`src/hdl/swmb_pkg.sv`:
```
// Shared types and constants of the strided window mean blur.
// Used by the front, queue, back and top-level files; depends on nothing.
package swmb_pkg;

    // Coordinate fields are 9 bits wide, so centres span 0 .. 511
    localparam int COORD_W    = 9;
    localparam int COORD_SPAN = 512;
    localparam int CHAN_W     = 8;
    localparam int PIXEL_W    = 24;
    localparam int CFG_W      = 10;

    // Stream payload widths, padded to whole bytes
    localparam int IN_TDATA_W  = 48;
    localparam int OUT_TDATA_W = 24;

    // Request queue between front and back
    localparam int QUEUE_DEPTH = 4;
    localparam int QUEUE_AW    = 2;

    // Configuration register indexes
    localparam logic CFG_IMAGE_WIDTH  = 1'b0;
    localparam logic CFG_IMAGE_HEIGHT = 1'b1;

    // Request kinds as carried in tuser
    typedef enum logic {
        KIND_WRITE = 1'b0,
        KIND_QUERY = 1'b1
    } t_kind;

    // One queued request
    typedef struct packed {
        t_kind                kind;
        logic [COORD_W-1:0]   col;
        logic [COORD_W-1:0]   row;
        logic [PIXEL_W-1:0]   pixel;   // {red, green, blue}
    } t_entry;

    // Back-end sequencer states
    typedef enum logic [2:0] {
        ST_IDLE,
        ST_WRITE,
        ST_SCAN,
        ST_DRAIN,
        ST_DIVIDE,
        ST_DONE
    } t_state;

endpackage

```
`src/hdl/swmb_front.sv`:
```
// Front end: accepts stream requests, drops writes outside the image
// and queues the rest. Depends on swmb_pkg.
module swmb_front #(
    parameter int MAX_WIDTH  = 512,
    parameter int MAX_HEIGHT = 512
) (
    input  logic                              s_axis_tvalid,
    output logic                              s_axis_tready,
    // column[8:0], row[17:9], red_in[25:18], green_in[33:26], blue_in[41:34]
    input  logic [swmb_pkg::IN_TDATA_W-1:0]   s_axis_tdata,
    // command[0]
    input  logic                              s_axis_tuser,
    input  logic [$clog2(MAX_WIDTH+1)-1:0]    i_eff_w,
    input  logic [$clog2(MAX_HEIGHT+1)-1:0]   i_eff_h,
    input  logic                              i_full,
    output logic                              o_push,
    output swmb_pkg::t_entry                  o_entry
);

    logic in_image;
    logic accept;

    assign s_axis_tready = !i_full;
    assign accept        = s_axis_tvalid && !i_full;

    // Unpack the request
    assign o_entry.kind  = swmb_pkg::t_kind'(s_axis_tuser);
    assign o_entry.col   = s_axis_tdata[8:0];
    assign o_entry.row   = s_axis_tdata[17:9];
    assign o_entry.pixel = {s_axis_tdata[25:18], s_axis_tdata[33:26], s_axis_tdata[41:34]};

    // Writes outside the configured image are dropped here
    assign in_image = (32'(o_entry.col) < 32'(i_eff_w)) && (32'(o_entry.row) < 32'(i_eff_h));
    assign o_push   = accept && ((o_entry.kind == swmb_pkg::KIND_QUERY) || in_image);

endmodule

```
`config.mk`:
```
export PLATFORM = sky130hd
export DESIGN_NAME = swmb_front
export DESIGN_NICKNAME = d
export VERILOG_FILES = /design/src/hdl/swmb_pkg.sv /design/src/hdl/swmb_front.sv
export SDC_FILE = /design/constraint.sdc
export NUM_CORES = 1
export LEC_CHECK = 0
export BUFFER_PORTS_ARGS = -buffer_cell sky130_fd_sc_hd__buf_2
export CAP_MARGIN = 30
export CELL_PAD_IN_SITES_DETAIL_PLACEMENT = 1
export CELL_PAD_IN_SITES_GLOBAL_PLACEMENT = 2
export CORE_MARGIN = 5
export CORE_UTILIZATION = 12
export DETAILED_ROUTE_END_ITERATION = 12
export PLACE_DENSITY_LB_ADDON = 0.1
export REMOVE_ABC_BUFFERS = 1
export SETUP_SLACK_MARGIN = 0.5
export SLEW_MARGIN = 10
export SYNTH_ARGS = -nofsm -noshare
export SYNTH_HDL_FRONTEND = slang
export SYNTH_SLANG_ARGS = --single-unit
```
`constraint.sdc`:
```
create_clock -name vclk -period 1.8
set_clock_uncertainty 0.05 [all_clocks]
set_input_delay 0.27 -clock vclk [all_inputs]
set_output_delay 0.27 -clock vclk [all_outputs]
set_load 0.01 [all_outputs]
```
* After elaboration in Yosys (flattened, before gate mapping) *
Index checks and enable logic that the tools add are counted.

storage, ports and cells
  output and inout port bits = 45
  register bits = 0

cells by class
  reduce and logical (&&, ||, !) cells = 5
  order comparisons = 2

operators with widths
  cell                 number
  $lt A9 B10 Y1        2
  $logic_and A1 B1 Y1  3
  $logic_not A1 Y1     1
  $logic_or A1 B1 Y1   1

* Depth between registers and ports, before layout *
Gate-level depths: netlist of run 1.

  depth after elaboration = 4
  mapped depth = 6
  gate-level depth less buffers = 6

* Worst setup path after synthesis of run 1 *
OpenSTA, ideal clock, no wires.

  path type = input port to output port
  start point = in i_eff_w[3]
  end point = out o_push
  cell stages on the path = 6
  required time = 1.480 ns
  setup slack = 0.201 ns
  arrival time = 1.279 ns
  buffers on the path = 0
  cells stage by stage = inv_1 -> ha_1 -> a211oi_2 -> nor2_1 -> o311ai_2 -> a32o_2

between the ends
  longest elaborated chain between the ends = 4

ends and longest elaborated chain
  element              line              source
  start, declared      swmb_front.sv:13  input logic [$clog2(MAX_WIDTH+1)-1:0] i_eff_w,
  $lt A9 B10 Y1        swmb_front.sv:33  assign in_image = (32'(o_entry.col) < 32'(i_eff_w)) && (32'(o_entry.row) < 32'(i_eff_h));
  $logic_and A1 B1 Y1  swmb_front.sv:33
  $logic_or A1 B1 Y1   swmb_front.sv:34  assign o_push = accept && ((o_entry.kind == swmb_pkg::KIND_QUERY) || in_image);
  $logic_and A1 B1 Y1  swmb_front.sv:34
  end, declared        swmb_front.sv:16  output logic o_push,

Every way passes these cells.

* Worst setup path after layout of run 1 *
  start point = in s_axis_tdata[3] (netlist bit)
  end point = out o_push

between the ends
  longest elaborated chain between the ends = 4

ends and longest elaborated chain
  element              line              source
  start, declared      swmb_front.sv:10  input logic [swmb_pkg::IN_TDATA_W-1:0] s_axis_tdata,
  $lt A9 B10 Y1        swmb_front.sv:33
  $logic_and A1 B1 Y1  swmb_front.sv:33
  $logic_or A1 B1 Y1   swmb_front.sv:34
  $logic_and A1 B1 Y1  swmb_front.sv:34

Every way passes these cells.

==> results of run 1 <==
## cell type report
| type | instances | area, um^2 | share of cell area (%) |
|---|---|---|---|
| repair buffers | 62 | 316.6 | 34.66 |
| multi-input cells | 43 | 436.7 | 47.81 |
| inverters | 17 | 63.81 | 6.986 |
| well taps | 77 | 96.34 | 10.55 |
## repair_timing
item,CTS,global route
setup buffers,0,0
resized for setup,13,1
pin swaps,9,0
endpoints found under the hold margin,0,0
setup endpoints to repair,1,1
## kinds of logic after synthesis
group	count (synthesis)
buffers and inverters	60
adders and majority gates	16
and+or+nand+nor	13
AOI/OAI and AO/OA	14
## layer usage
layer | global-route usage, % | up-vias | wire [um] | share of wire [%]
li1 | - | 332 | - | -
met1 | 6.981 | 293 | 1019 | 41
met2 | 8.178 | 64 | 1004 | 40
met3 | 3.779 | 0 | 477 | 19
met4 | 0 | 0 | 0 | 0
met5 | 0.6494 | - | 0 | 0
## worst max-delay path by stage
stage	from	to	slack, ns	depth (start not counted)
2_1_floorplan	i_eff_w[3]	o_push	0.20	6
3_3_place_gp	s_axis_tdata[3]	o_push	-0.1	7
3_5_place_dp	s_axis_tdata[3]	o_push	-0.07	7
4_1_cts	s_axis_tdata[3]	o_push	0.05	7
5_1_grt	s_axis_tdata[2]	o_push	0.004	7
6_report	s_axis_tdata[3]	o_push	0.05	7
## per-stage QoR
| stage | instances | worst slack (ns) |
|---|---|---|
| finish | 199 | 0.05472 |
| global route | 199 | 0.004138 |
| CTS | 199 | 0.04756 |
| detailed placement | 199 | -0.06893 |
| global placement | 199 | -0.09837 |
| floorplan | 60 | 0.2011 |
## power by group through the flow
stage / Combinational, mW / Clock, mW / Sequential (mW)
finish: 0.190 / 0 / 0
global route: 0.216 / 0 / 0
CTS: 0.195 / 0 / 0
detailed placement: 0.172 / 0 / 0
global placement: 0.174 / 0 / 0
floorplan: 0.0659 / 0 / 0
## layout by cell type, fill, tap and decap left out, drive strengths merged
cell type	n
a211oi	2
a21oi	7
a32o	1
and3b	1
and4b	1
buf	62
ha	16
inv	17
nand2	1
nand2b	2
nand3	4
nand4	1
nor2	2
nor2b	1
o21ai	3
o311ai	1
==> metrics.txt, run 1 <==
CP max stage delay=0.24 ns; synth cell count leaders=43 x buf_4, 17 x inv_1, 16 x ha_1, 7 x a21oi_1, 4 x nand3_1; Die Span X=89.56 um; post-DP HPWL=2312 um; final hold violation count=0; total power draw=0.1895 mW; share of total power in sequential cells=0%; Seq/Total Area, Yosys=0%; most numerous cell in the Yosys netlist=buf_4; Top Family by Delay on Critical Path=compound AO/OA/AOI/OAI gates; Seq cells=0; Antenna Nets Post-Route=0; critical path cell sequence=buf_2 -> ha_4 -> a211oi_2 -> nor2_1 -> o311ai_2 -> a32o_2 -> buf_6; Worst Hold Path Cells=0; RSZ-0062 raised after global routing=true; Final period util=96.96%; crit path DAT=1.43 ns; simple-gate share of the synthesized area=9.885%; Seq. cell area=0 um^2; total of clock buffers placed in the layout=0; vias in the first global route=730; DRC Markers=0; Ports=116; Synth top area share=42.50%; Peak Freq=0.5730 GHz; Tmin final=1.745 ns; Total GRT Usage=5.516%; initial cell density of the core=12.17%; DR iter-0 viols=0; row count=29; Netlist Area Pre-Place=759.5 um^2; Synth area leader=buf_4; IO Port Bufs=62; Critical Path RT=1.48 ns; Finish-stage setup viols=0; GPL Wtd Cong=0.6508; xor/xnor share of the synthesized area=0%; first-pass GRT wire length=3477 um; Clock Power Share=0%; Placed Area=843.3 um^2; synth warn=0; Cell Int Power=0.09826 mW; Gate power share=100.0%; critical hold path startpoint=s_axis_tdata[28]; Buf/Inv on CP=2; Core Area=6241 um^2; top post-synthesis cells by area=buf_4 43%, ha_1 26%, inv_1 8.4%; synth unique cells=17; Slew Viols, Final=0; sw frac=48.15%; relative slew slack=85.06%; final hold slack=0.4900 ns; Critical Path Source Type=input port; worst slew pin tran=0.2238 ns; Sum Neg Setup Slack=0 ns; initial antenna violation count=0; Mapped Cells=103; Final Util=14.64%; Synth Area in Compound Gates=12.85%; remaining global-route overflow=0; largest net degree at the start of global routing=4; critical path class=input port to primary output; via count of the routed design=689; DRT Wirelength=2501 um; slowest CP cell=ha_4; first-pass iteration count of the detailed router=1; fillers=781; DR vias/cell=3.462; max_cap viols=0; NumNets Final=211; Die ar.=8020 um^2; Post-Synth Adder-Cell Area=26.36%; Layout area overhead=20.26%; layout cells sized above 1=61.48%; DR WL/cell=12.57 um; Mean Syn Cell Area=7.374 um^2; crit path max fanout=2; post-synthesis mux area share=0%; power density of the placed cells=207.5 nW/um^2; worst hold endpoint=o_entry[10]; Ant. Diodes=0; status=completed; peak supply drop=47.90 uV; fin area=913.4 um^2; crit end category=primary output; P_sw=0.09124 mW; largest family of logic cells by synthesized area=buffers and inverters; Die Y=89.56 um; leakage power=0.5157 nW; Hold Buf Count CTS=0; Hold Crit Class=input port to primary output
Note: power is estimated with default switching activity, not from simulation.
==> run 2: changes to the inputs <==
--- a/config.mk
+++ b/config.mk
@@ -10,7 +10,7 @@
 export CELL_PAD_IN_SITES_DETAIL_PLACEMENT = 1
 export CELL_PAD_IN_SITES_GLOBAL_PLACEMENT = 2
 export CORE_MARGIN = 5
-export CORE_UTILIZATION = 12
+export CORE_UTILIZATION = 11
 export DETAILED_ROUTE_END_ITERATION = 12
 export PLACE_DENSITY_LB_ADDON = 0.1
 export REMOVE_ABC_BUFFERS = 1
==> constraint.sdc (replaced) <==
create_clock -name vclk -period 1.6
set_clock_uncertainty 0.05 [all_clocks]
set_input_delay 0.24 -clock vclk [all_inputs]
set_output_delay 0.24 -clock vclk [all_outputs]
set_load 0.01 [all_outputs]
==> metrics.txt, run 2 (synthesis gave the netlist of run 1 again) <==
status=complete, but fails checks; failing checks=setup timing; RSZ-0062 raised after global routing=true; Hold Crit Class=input port to primary output; DR iter-0 viols=0; Seq cells=0; Final period util=103.0%; Finish-stage setup viols=1; relative slew slack=85.16%; Tmin final=1.647 ns; via count of the routed design=716; initial cell density of the core=11.24%; Hold Buf Count CTS=0; power density of the placed cells=250.7 nW/um^2; leakage power=0.5314 nW; NumNets Final=212; setup ws final=-0.04731 ns; Buf/Inv on CP=2; crit path DAT=1.36 ns; Top Family by Delay on Critical Path=compound AO/OA/AOI/OAI gates; critical path cell sequence=buf_2 -> ha_4 -> a21oi_2 -> nor2_1 -> o311ai_2 -> a32o_2 -> buf_6; Total GRT Usage=5.687%; slowest CP cell=o311ai_2; GPL Wtd Cong=0.6345; remaining global-route overflow=0; total of clock buffers placed in the layout=0; Die Span X=93.09 um; worst slew pin tran=0.2221 ns; Antenna Nets Post-Route=0; DRC Markers=0; CP max stage delay=0.24 ns; Die Y=93.09 um; critical hold path startpoint=s_axis_tdata[31]; vias in the first global route=817; post-DP HPWL=2392 um; Critical Path RT=1.31 ns; Layout area overhead=43.49%; final hold violation count=0; Seq. cell area=0 um^2; Peak Freq=0.6070 GHz; first-pass iteration count of the detailed router=1; commonest cells after routing, fill and taps aside=59 x buf_2, 13 x inv_1, 12 x ha_4; Ports=116; crit path launch=s_axis_tdata[1]; initial antenna violation count=0; row count=30; DR WL/cell=13.32 um; first-pass GRT wire length=4015 um; total power draw=0.2732 mW; crit end category=primary output; peak supply drop=57.58 uV; layout cells sized above 1=77.24%; critical path class=input port to primary output; largest net degree at the start of global routing=4; IO Port Bufs=62; Critical Path Source Type=input port; crit path max fanout=2; DRT Wirelength=2703 um; Ant. Diodes=0; max_cap viols=0; Die ar.=8666 um^2; setup bufs post-CTS=0; DR vias/cell=3.527; Core Area=6756 um^2; Slew Viols, Final=0; leading cell type in the layout, fill and taps excluded=buf_2; Sum Neg Setup Slack=-0.04731 ns
-- run 2: metal layers --
metal  track usage, %  vias up  share of wire, %
li1                 -      337                 -
met1            7.322      300                43
met2            8.158       79                41
met3            3.862        0                17
met4                0        0                 0
met5            1.923        -                 0
-- run 2: metrics by stage --
| stage | instance area, um^2 | hold WS [ns] | utilization, % | cells | worst slack [ns] |
|---|---|---|---|---|---|
| 2_1_floorplan | 436.7 | 0.4300 | - | 60 | 0.06114 |
| 3_3_place_gp | 854.6 | 0.4301 | 12.65 | 203 | -0.2411 |
| 3_5_place_dp | 854.6 | 0.4301 | 12.65 | 203 | -0.2332 |
| 4_1_cts | 972.2 | 0.4301 | 14.39 | 203 | -0.08051 |
| 5_1_grt | 1090 | 0.4301 | 16.13 | 203 | -0.1038 |
| 6_report | 1090 | 0.4301 | 16.13 | 203 | -0.04731 |
-- run 2: where the power goes --
part,switching (mW),internal (mW)
clock network,0,0
logic,0.129,0.144
registers,0,0
total,0.129,0.144
-- run 2: cell type report --
cell class | count | area, um^2
Timing Repair Buffer | 63 | 336.6
Tap cell | 80 | 100.1
Multi-Input combinational cell | 43 | 589.3
Fill cell | 830 | 5667
Inverter | 17 | 63.81
-- run 2: final timing paths --
| path | to | slack (ns) | cells past startpoint |
|---|---|---|---|
| max | o_push | -0.05 | 7 |
| min | o_entry[13] | 0.43 | 0 |
-- run 2: what timing repair did --
item	4_1_cts	5_1_grt
setup endpoints to repair	1	1
pin swaps	12	7
resized for setup	23	15
